## config.mk

```make
export PLATFORM = sky130hd
export DESIGN_NAME = bit_width_regrouper_top
export DESIGN_NICKNAME = d
export VERILOG_FILES = /design/src/sv/brg_pkg.sv /design/src/sv/brg_shift_unit.sv /design/src/sv/bit_width_regrouper_top.sv
export SDC_FILE = /design/constraint.sdc
export NUM_CORES = 1
export LEC_CHECK = 0
export ABC_AREA = 1
export BUFFER_PORTS_ARGS = -buffer_cell sky130_fd_sc_hd__buf_2
export CAP_MARGIN = 20
export CORE_UTILIZATION = 47
export CTS_BUF_LIST = sky130_fd_sc_hd__clkbuf_8
export CTS_CLUSTER_SIZE = 16
export DETAILED_ROUTE_END_ITERATION = 12
export GPL_TIMING_DRIVEN = 0
export PLACE_DENSITY_LB_ADDON = 0.12
export SYNTH_ARGS = -nofsm -noshare
export SYNTH_HDL_FRONTEND = slang
export SYNTH_HIERARCHICAL = 1
export SYNTH_SLANG_ARGS = --single-unit
export TNS_END_PERCENT = 100
```

## constraint.sdc

```tcl
create_clock -name clk -period 3.5 [get_ports clk]
set_input_delay 0.35 -clock clk [delete_from_list [all_inputs] [get_ports clk]]
set_output_delay 0.35 -clock clk [all_outputs]
set_load 0.01 [all_outputs]
```

## src/sv/brg_pkg.sv

```systemverilog
// ----------------------------------------------------------------------------
// brg_pkg
// Shared types, register codes and helpers for the bit width regrouper.
// ----------------------------------------------------------------------------
`default_nettype none

package brg_pkg;

  // Configuration register indexes.
  localparam logic REG_IN_WIDTH  = 1'b0;
  localparam logic REG_OUT_WIDTH = 1'b1;

  // Widths of the datapath.
  localparam int unsigned WORD_W = 8;
  localparam int unsigned ACC_W  = 15;
  localparam int unsigned CFG_W  = 4;

  // Fields of one input item.
  typedef struct packed {
    logic [WORD_W-1:0] in_word;
    logic              in_last;
  } brg_in_t;

  // Fields of one result item.
  typedef struct packed {
    logic [WORD_W-1:0] out_word;
    logic              out_last;
    logic              out_partial;
  } brg_out_t;

  // Mask with the low n bits set, for n from 0 to 8.
  function automatic logic [WORD_W-1:0] low_mask8(input logic [CFG_W-1:0] n);
    logic [WORD_W:0] m;
    m = ({{WORD_W{1'b0}}, 1'b1} << n) - {{WORD_W{1'b0}}, 1'b1};
    return m[WORD_W-1:0];
  endfunction

endpackage

`default_nettype wire

```

## src/sv/brg_shift_unit.sv

```systemverilog
// ----------------------------------------------------------------------------
// brg_shift_unit
// Shared extract-and-shift unit: takes the low group of bits off the
// accumulator and returns the accumulator shifted right by the group width.
// ----------------------------------------------------------------------------
`default_nettype none

module brg_shift_unit (
  input  wire logic [brg_pkg::ACC_W-1:0]  acc,
  input  wire logic [brg_pkg::CFG_W-1:0]  amt,
  output logic      [brg_pkg::WORD_W-1:0] group,
  output logic      [brg_pkg::ACC_W-1:0]  rest
);
  import brg_pkg::*;

  // The group is the low amt bits; the rest moves down by amt.
  always_comb begin
    group = acc[WORD_W-1:0] & low_mask8(amt);
    rest  = acc >> amt;
  end

endmodule

`default_nettype wire

```

## src/sv/bit_width_regrouper_top.sv

```systemverilog
// ----------------------------------------------------------------------------
// bit_width_regrouper_top
// LSB-first bit width gearbox. Input symbols of in_width bits are gathered
// in an accumulator and sent out again in groups of out_width bits; an item
// marked last flushes the leftover bits as one zero-padded word.
//
//   channel  direction  handshake            payload
//   in       input      in_valid / in_stall  in_data  (brg_in_t)
//   out      output     out_valid / out_stall out_data (brg_out_t)
//   cfg      input      cfg_we               cfg_index, cfg_data
//
// An item is first merged into the accumulator; then the 1 to 8 words that it
// causes, if any, are taken off one after another through the single shift
// unit. The output register holds one word, so a stall on the out channel
// holds the sequencer. in_stall is high from the cycle after an accept until
// the last word of that item is loaded. Reset clears the accumulator and the
// held-bit count and sets both widths to 8.
// ----------------------------------------------------------------------------
`default_nettype none

module bit_width_regrouper_top #(
  parameter int MAX_SYMBOL_WIDTH = 8
) (
  input  wire logic                       clk,
  input  wire logic                       rst,
  input  wire logic                       in_valid,
  output logic                            in_stall,
  input  wire brg_pkg::brg_in_t           in_data,
  output logic                            out_valid,
  input  wire logic                       out_stall,
  output brg_pkg::brg_out_t               out_data,
  input  wire logic                       cfg_we,
  input  wire logic                       cfg_index,
  input  wire logic [brg_pkg::CFG_W-1:0]  cfg_data
);
  import brg_pkg::*;

  localparam int CAP_I = (MAX_SYMBOL_WIDTH < 8) ? MAX_SYMBOL_WIDTH : 8;
  localparam logic [CFG_W-1:0] CAP = CFG_W'(CAP_I);

  typedef enum logic {
    ST_IDLE,
    ST_EMIT
  } state_t;

  state_t            state;
  logic [CFG_W-1:0]  in_width;
  logic [CFG_W-1:0]  out_width;
  logic [ACC_W-1:0]  acc;
  logic [CFG_W-1:0]  held;
  logic [CFG_W-1:0]  count;
  logic              last_item;

  logic [CFG_W-1:0]  iw;
  logic [CFG_W-1:0]  ow;
  logic [WORD_W-1:0] in_bits;
  logic [WORD_W-1:0] group;
  logic [ACC_W-1:0]  rest;
  logic [CFG_W-1:0]  held_next;
  logic [CFG_W-1:0]  count_next;
  logic              full_word;
  logic              flush_word;
  logic              more;
  logic              can_load;
  logic              load_word;
  logic              accept;

  // Effective widths: zero acts as one, large values are capped.
  always_comb begin
    if (in_width == '0) begin
      iw = 4'd1;
    end else if (in_width > CAP) begin
      iw = CAP;
    end else begin
      iw = in_width;
    end
    if (out_width == '0) begin
      ow = 4'd1;
    end else if (out_width > CAP) begin
      ow = CAP;
    end else begin
      ow = out_width;
    end
  end

  brg_shift_unit u_shift (
    .acc   (acc),
    .amt   (ow),
    .group (group),
    .rest  (rest)
  );

  // Sequencer decisions for the current emit cycle.
  always_comb begin
    in_bits    = in_data.in_word & low_mask8(iw);
    accept     = in_valid && !in_stall;
    can_load   = !out_valid || !out_stall;
    full_word  = (held >= ow) && !count[CFG_W-1];
    flush_word = last_item && (held != '0) && !count[CFG_W-1];
    held_next  = held - ow;
    count_next = count + 4'd1;
    more       = !count_next[CFG_W-1] &&
                 ((held_next >= ow) || (last_item && (held_next != '0)));
    load_word  = (state == ST_EMIT) && can_load && (full_word || flush_word);
    in_stall   = (state != ST_IDLE);
  end

  // State, accumulator, configuration and output register.
  always_ff @(posedge clk) begin
    if (rst) begin
      state     <= ST_IDLE;
      in_width  <= 4'd8;
      out_width <= 4'd8;
      acc       <= '0;
      held      <= '0;
      count     <= '0;
      last_item <= 1'b0;
      out_valid <= 1'b0;
    end else begin
      if (cfg_we) begin
        unique case (cfg_index)
          REG_IN_WIDTH:  in_width  <= cfg_data;
          REG_OUT_WIDTH: out_width <= cfg_data;
          default:       ;
        endcase
      end

      // The output register empties when its word is taken and no new one
      // replaces it.
      if (out_valid && !out_stall && !load_word) begin
        out_valid <= 1'b0;
      end

      unique case (state)
        ST_IDLE: begin
          if (accept) begin
            acc       <= acc | (ACC_W'(in_bits) << held);
            held      <= held + iw;
            count     <= '0;
            last_item <= in_data.in_last;
            state     <= ST_EMIT;
          end
        end
        ST_EMIT: begin
          if (can_load) begin
            if (full_word) begin
              out_valid            <= 1'b1;
              out_data.out_word    <= group;
              out_data.out_last    <= last_item && !more;
              out_data.out_partial <= 1'b0;
              acc                  <= (!more && last_item) ? '0 : rest;
              held                 <= (!more && last_item) ? '0 : held_next;
              count                <= count_next;
              if (!more) begin
                state <= ST_IDLE;
              end
            end else if (flush_word) begin
              out_valid            <= 1'b1;
              out_data.out_word    <= acc[WORD_W-1:0];
              out_data.out_last    <= 1'b1;
              out_data.out_partial <= 1'b1;
              acc                  <= '0;
              held                 <= '0;
              state                <= ST_IDLE;
            end else begin
              // No word at all for this item.
              state <= ST_IDLE;
              if (last_item) begin
                acc  <= '0;
                held <= '0;
              end
            end
          end
        end
        default: state <= ST_IDLE;
      endcase
    end
  end

endmodule

`default_nettype wire

```

==> results.json, run 1 <==
{
  "slowest_stage": "nor2_1",
  "vdd_drop_max_v": 0.000251,
  "tritoncts": "built",
  "comb_power_share": 0.492,
  "root_buffer": "clkbuf_8",
  "area_growth_syn_to_layout_pct": 10.4,
  "synthAdderAreaFrac": 0.0512,
  "synthCells": 609,
  "crit_chain": "inv_1 -> clkbuf_1 -> ha_1 -> inv_1 -> fa_1 -> nand3_1 -> nand3_1 -> nand2_2 -> inv_1 -> a31o_2 -> nand2_1 -> nor2_1",
  "vias_per_cell": 5.32,
  "use_met1": 0.339,
  "timing.final.crit_period_ns": 3.23,
  "timing.rr.end": "out_data[1]",
  "n_antenna_cell": 0,
  "cts.repair.resized": 0,
  "hold_start": "cfg_data[3]",
  "cp_top_family": "simple AND/OR/NAND/NOR gates",
  "grt_max_degree": 15,
  "syn-num-nets": 642,
  "dp_cells": 740,
  "grt_pass1_wl_um": 17500,
  "instances_no_fill": 748,
  "clock_skew_ns": 0.00767,
  "grt_overflow": 0,
  "timing.final.crit_share": 0.923,
  "end_kind": "register",
  "ys_seq_area_frac": 0.264,
  "critPathRequiredTime_ns": 3.44,
  "clock_latency_ns": 0.31,
  "clock_path_buffers": 2,
  "rsz0062_at_grt": "no",
  "seqPwrFrac": 0.324,
  "die_w_um": 90.9,
  "grt.total_usage": 0.264,
  "clk_pin_slew_worst_paths_ns": 0.09,
  "coreArea_um2": 7690,
  "synth_cell_types": 43,
  "start_util": 0.483,
  "pre_cts_ws_ns": 0.179,
  "cap_viol_max_count": 0,
  "slew_headroom": 0.461,
  "layout_setup_ws_ns": 0.271,
  "finalHoldViolations": 0,
  "min_path_cells": 3,
  "synth-simple-area-share": 0.419,
  "tns_ns": 0,
  "slew_violations": 0,
  "grt_busiest_layer": "met2",
  "yosysTopAreaCellShare": 0.202,
  "leakagePower_nw": 1.92,
  "row_count": 32,
  "holdCritPathClass": "in2reg",
  "startpoint_type": "register",
  "sw_frac_of_total": 0.450,
  "cp_slowest_stage_delay_ns": 0.61,
  "dr.pass1.iters": 5,
  "reg2regPathDepth": 12,
  "ys_warn_count": 6,
  "regToRegStartpoint": "held[0]",
  "clockPowerShare": 0.184,
  "use_met2": 0.458,
  "synth_seq_cells": 44,
  "p_switching_uw": 975,
  "synthXorXnorAreaFrac": 0.0115,
  "p_int_mw": 1.19,
  "crit_fanout": 10,
  "timing.hold.ws_ns": 0.291,
  "drtIter0Drc": 275,
  "arrival_ns": 3.17,
  "setup_viol": 0,
  "cts_hold_buffers": 0,
  "gp_congestion": 0.937,
  "hpwl_um": 8090,
  "stdcell_area_um2": 4100,
  "die_area_um2": 8260,
  "drc": 0,
  "drive_gt1_frac": 0.124,
  "placed_cell_area_um2": 3990,
  "wl_um": 10300,
  "synthTopCellsByArea": "nand2_1 (20%), dfxtp_1 (18%), nand3_1 (11%)",
  "htree_levels": 2,
  "grt_pass1_vias": 3725,
  "synth.cell_area_um2": 3710,
  "finalNetCount": 678,
  "r2r_slack_ns": 0.27,
  "whs_endpoint": "out_width[3]",
  "io_buffers": 29,
  "power.density_nw_per_um2": 529,
  "num_io_pins": 31,
  "antenna_found_initial": 0,
  "cts_inserted_buffers": 5,
  "status": "complete, no violations",
  "grtUsageMet3": 0.0269,
  "syn_area_per_cell_um2": 6.10,
  "synth_top_family_by_area": "simple AND/OR/NAND/NOR gates",
  "avgRoutedWirePerCell_um": 13.7,
  "cts_setup_buffers": 0,
  "synthMuxAreaShare": 0,
  "fp.dieH_um": 90.9,
  "cts_num_sinks": 44,
  "cpMostUsedCell": "inv_1",
  "tightest_slew_ns": 0.805,
  "fin_util": 0.533,
  "ant_nets": 0,
  "clock.fmax_mhz": 310,
  "power_mw": 2.17,
  "crit_type": "reg2reg",
  "vias": 3977,
  "worst-path-buf-inv": 4,
  "yosys.area.top_type": "nand2_1",
  "synth_compound_area_frac": 0.157
}
layer usage:
| metal | vias up | part of all wire |
|---|---|---|
| met2 | 94 | 0.49 |
| met4 | 0 | 0.016 |
| met1 | 1804 | 0.46 |
| met5 | - | 0 |
| li1 | 2068 | - |
| met3 | 11 | 0.038 |
final cells by class:
| cell class | instances | area [µm²] |
|---|---|---|
| buffer | 22 | 129 |
| clock buffer | 5 | 68.8 |
| clock inverter | 3 | 42.5 |
| fill | 850 | 3590 |
| inverter | 60 | 225 |
| multi-input combinational | 483 | 2380 |
| sequential | 44 | 981 |
| tap | 102 | 128 |
| timing repair buffer | 29 | 145 |
registers in the layout, summed over array words and instances, names as in the netlist:
| name | flops |
|---|---|
| in_stall | 1 |
| out_valid | 1 |
| out_data | 10 |
| last_item | 1 |
| acc | 15 |
| in_width | 4 |
| count | 4 |
| out_width | 4 |
| held | 4 |
placed cells by master, fill, tap and decap left out, types with 4 or more instances in the layout:
cell	n
nand2_1	200
nand3_1	84
inv_1	54
nor2_1	53
o21ai_0	38
a21oi_1	36
buf_2	36
dfxtp_1	34
ha_1	12
edfxtp_1	10
clkbuf_1	9
nand2_2	9
o211ai_1	7
a21oi_2	7
clkbuf_8	5
nand4_1	4
inv_2	4
power by group through the flow:
stage / Clock [mW] / Combinational (mW) / Sequential (mW)
final: 0.399 / 1.07 / 0.702
after floorplan: 0 / 0.820 / 0.688
after global routing: 0.420 / 1.22 / 0.716
after detailed placement: 0 / 1.06 / 0.714
after global placement: 0 / 1.04 / 0.715
after CTS: 0.406 / 1.06 / 0.702
cells by family after synthesis:
kind of cell,Yosys count
AND/OR/NAND/NOR,364
AO/OA/AOI/OAI,100
buffers and inverters,82
flip-flops,44
adder cells (fa/ha/maj),14
XOR/XNOR,4
other,1
worst register-to-register path, delay by kind of cell (launching register included):
kind / cells / cell delay [ns]
and+or+nand+nor: 5 / 0.99
buffers and inverters: 4 / 0.69
DFF: 1 / 0.53
adders and majority gates: 2 / 0.51
AOI/OAI and AO/OA: 1 / 0.15
cells in the mapped netlist (all sizes together):
cell	n
a211oi	1
a21boi	1
a21oi	43
a221oi	1
a31o	1
a31oi	2
and2	1
and3	1
buf	13
clkbuf	9
clkinv	2
conb	1
dfxtp	34
edfxtp	10
fa	2
ha	12
inv	58
nand2	210
nand3	84
nand4	4
nor2	57
nor3	4
o211a	2
o211ai	7
o21a	1
o21ai	38
o21bai	2
o32ai	1
or2	3
xnor2	2
xor2	2
how the worst max path moves through the flow:
stage | startpoint | to | slack (ns) | cells after the start
floorplan | held[0] | acc[7] | 0.82 | 15
global placement | out_width[3] | out_data[5] | 0.24 | 10
detailed placement | out_width[2] | out_data[6] | 0.18 | 11
CTS | out_width[3] | out_data[6] | 0.16 | 10
global route | held[0] | out_data[3] | 0.003 | 12
finish | held[0] | out_data[1] | 0.27 | 12
Power figures use the tool's default switching activity.
==> inputs of run 2 (changes only) <==
--- a/config.mk
+++ b/config.mk
@@ -8,7 +8,8 @@
 export ABC_AREA = 1
 export BUFFER_PORTS_ARGS = -buffer_cell sky130_fd_sc_hd__buf_2
 export CAP_MARGIN = 20
-export CORE_UTILIZATION = 47
+export CORE_ASPECT_RATIO = 1.25
+export CORE_UTILIZATION = 24
 export CTS_BUF_LIST = sky130_fd_sc_hd__clkbuf_8
 export CTS_CLUSTER_SIZE = 16
 export DETAILED_ROUTE_END_ITERATION = 12
==> run 2 against run 1 <==
Effect of this change: maximum frequency rose by 0.63%; clock skew barely moved; first-iteration DRC count fell by 47%; register-to-register slack improved by 0.02 ns; combinational power barely moved; non-clock buffer count fell by 1; worst hold slack got worse by 0.0084 ns.
==> results.json, run 2 (same netlist as run 1, synthesis figures left out) <==
{
  "status": "complete, no violations",
  "sw_frac_of_total": 0.479,
  "vdd_drop_max_v": 0.000172,
  "grt_overflow": 0,
  "drc": 0,
  "critPathRequiredTime_ns": 3.71,
  "grt_pass1_vias": 3878,
  "seq_area_um2": 981,
  "die_w_um": 113,
  "cts_num_sinks": 44,
  "clock_path_buffers": 2,
  "layout_setup_ws_ns": 0.291,
  "vias_per_cell": 4.67,
  "fp.dieH_um": 141,
  "num_io_pins": 31,
  "cp_top_family": "simple AND/OR/NAND/NOR gates",
  "root_buffer": "clkbuf_8",
  "end_kind": "register",
  "crit_chain": "inv_1 -> nand2_1 -> nand2_1 -> ha_1 -> inv_1 -> fa_1 -> nand3_1 -> nand3_1 -> nand2_2 -> nand3_1 -> nand2_1 -> inv_1 -> nor2_4 -> inv_1 -> buf_2 -> o211ai_1 -> a21oi_2",
  "timing.rr.end": "acc[8]",
  "top_regs": "acc x15, out_data x10",
  "io_buffers": 29,
  "layout_common_cells": "nand2_1 (200), nand3_1 (84), inv_1 (54)",
  "cpMostUsedCell": "inv_1",
  "wl_um": 12300,
  "tightest_slew_ns": 0.632,
  "cap_viol_max_count": 0,
  "die_area_um2": 16000,
  "cp_slowest_stage_delay_ns": 0.43,
  "timing.final.crit_period_ns": 3.21,
  "setup_viol": 0,
  "reg2regPathDepth": 17,
  "rsz0062_at_grt": "no",
  "top_register": "acc",
  "p_switching_mw": 1.03,
  "regToRegStartpoint": "out_width[3]",
  "pre_cts_ws_ns": -0.0388,
  "min_path_cells": 3,
  "seqPwrFrac": 0.331,
  "row_count": 50,
  "startpoint_type": "register",
  "comb_power_share": 0.508,
  "clockPowerShare": 0.162,
  "dr.pass1.iters": 4,
  "arrival_ns": 3.42,
  "ant_nets": 0,
  "grt_max_degree": 15,
  "coreArea_um2": 15100,
  "whs_endpoint": "out_width[3]",
  "tritoncts": "built",
  "multi_input_area_um2": 2380,
  "crit_path_start": "out_width[3]",
  "placed_cell_area_um2": 4120,
  "n_antenna_cell": 0,
  "largest_reg_flops": 15,
  "vias": 3985,
  "cts_hold_buffers": 0,
  "avgRoutedWirePerCell_um": 14.4,
  "gp_congestion": 0.844,
  "final_common_cell": "nand2_1",
  "clock_latency_ns": 0.32,
  "slowest_stage": "fa_1",
  "slew_headroom": 0.578,
  "area_growth_syn_to_layout_pct": 13.3,
  "finalNetCount": 677,
  "htree_levels": 2,
  "p_int_mw": 1.12,
  "crit_fanout": 10,
  "antenna_found_initial": 0,
  "start_util": 0.246,
  "timing.final.crit_share": 0.917,
  "stdcell_area_um2": 4210,
  "fin_util": 0.279,
  "grt_pass1_wl_um": 20000,
  "r2r_slack_ns": 0.29,
  "final.fill_count": 1721,
  "clock_skew_ns": 0.00771,
  "drtIter0Drc": 146,
  "leakagePower_nw": 1.90,
  "clock.fmax_mhz": 312,
  "grt.total_usage": 0.160,
  "finalHoldViolations": 0,
  "holdCritPathClass": "in2reg",
  "clk_pin_slew_worst_paths_ns": 0.10,
  "crit_type": "reg2reg",
  "tns_ns": 0,
  "power.density_nw_per_um2": 511,
  "hpwl_um": 9980,
  "slew_violations": 0,
  "cts_inserted_buffers": 5,
  "worst-path-buf-inv": 5,
  "drive_gt1_frac": 0.126,
  "hold_start": "cfg_data[3]"
}
==> run 2: cell count changes in the layout (fill, tap and decap cells not counted) <==
cell        previous run  this run
clkbuf_1               9         8
bufinv_16              1         0
nor2_1                53        52
clkinv_4               1         0
nor2_2                 1         2
clkinvlp_4             0         2
==> run 2: timing repair <==
item / in CTS / in global routing
resized for setup: 1 / 1
setup buffers: 0 / 0
endpoints found under the setup margin: 10 / 20
==> run 2: per-layer routing <==
metal  vias to the layer above  track usage  part of all wire
li1                       2064            -                 -
met1                      1851        0.185              0.41
met2                        57        0.310              0.54
met3                        13       0.0163             0.023
met4                         0       0.0422             0.020
met5                         -            0                 0
==> run 2: how the worst max path moves through the flow <==
stage	end	cells after the start
final	acc[8]	17
after global routing	acc[8]	17
after CTS	out_data[5]	13
after detailed placement	out_data[5]	10
after global placement	out_data[5]	10
after floorplan	acc[7]	15
==> run 2: stage by stage <==
step           hold slack [ns]  total power, mW  std cells
3_5_place_dp             0.484             1.83        846
4_1_cts                  0.281             2.18        854
2_1_floorplan            0.451             1.51        609
3_3_place_gp             0.471             1.83        846
5_1_grt                  0.307             2.35        853
6_report                 0.283             2.15        853
==> run 2: power groups by stage <==
| stage | sequential [mW] | clock, mW | combinational [mW] |
|---|---|---|---|
| floorplan | 0.688 | 0 | 0.820 |
| global placement | 0.725 | 0 | 1.10 |
| detailed placement | 0.726 | 0 | 1.10 |
| CTS | 0.714 | 0.358 | 1.11 |
| global route | 0.725 | 0.379 | 1.25 |
| finish | 0.711 | 0.348 | 1.09 |
==> run 2: layout make-up <==
class                      instances  share of cell area
sequential                        44               0.233
clock buffer                       5              0.0164
multi-input combinational        483               0.566
timing repair buffer              29              0.0345
tap                              208              0.0619
inverter                          60              0.0535
clock inverter                     3             0.00446
buffer                            21              0.0297
==> run 2: worst reg2reg max path: stages (launching register included) <==
cell and delay [ns]:
dfxtp_1 0.41, inv_1 0.18, nand2_1 0.09, nand2_1 0.27, ha_1 0.21, inv_1 0.06
fa_1 0.43, nand3_1 0.10, nand3_1 0.11, nand2_2 0.19, nand3_1 0.09, nand2_1 0.14
inv_1 0.10, nor2_4 0.17, inv_1 0.07, buf_2 0.19, o211ai_1 0.20, a21oi_2 0.08
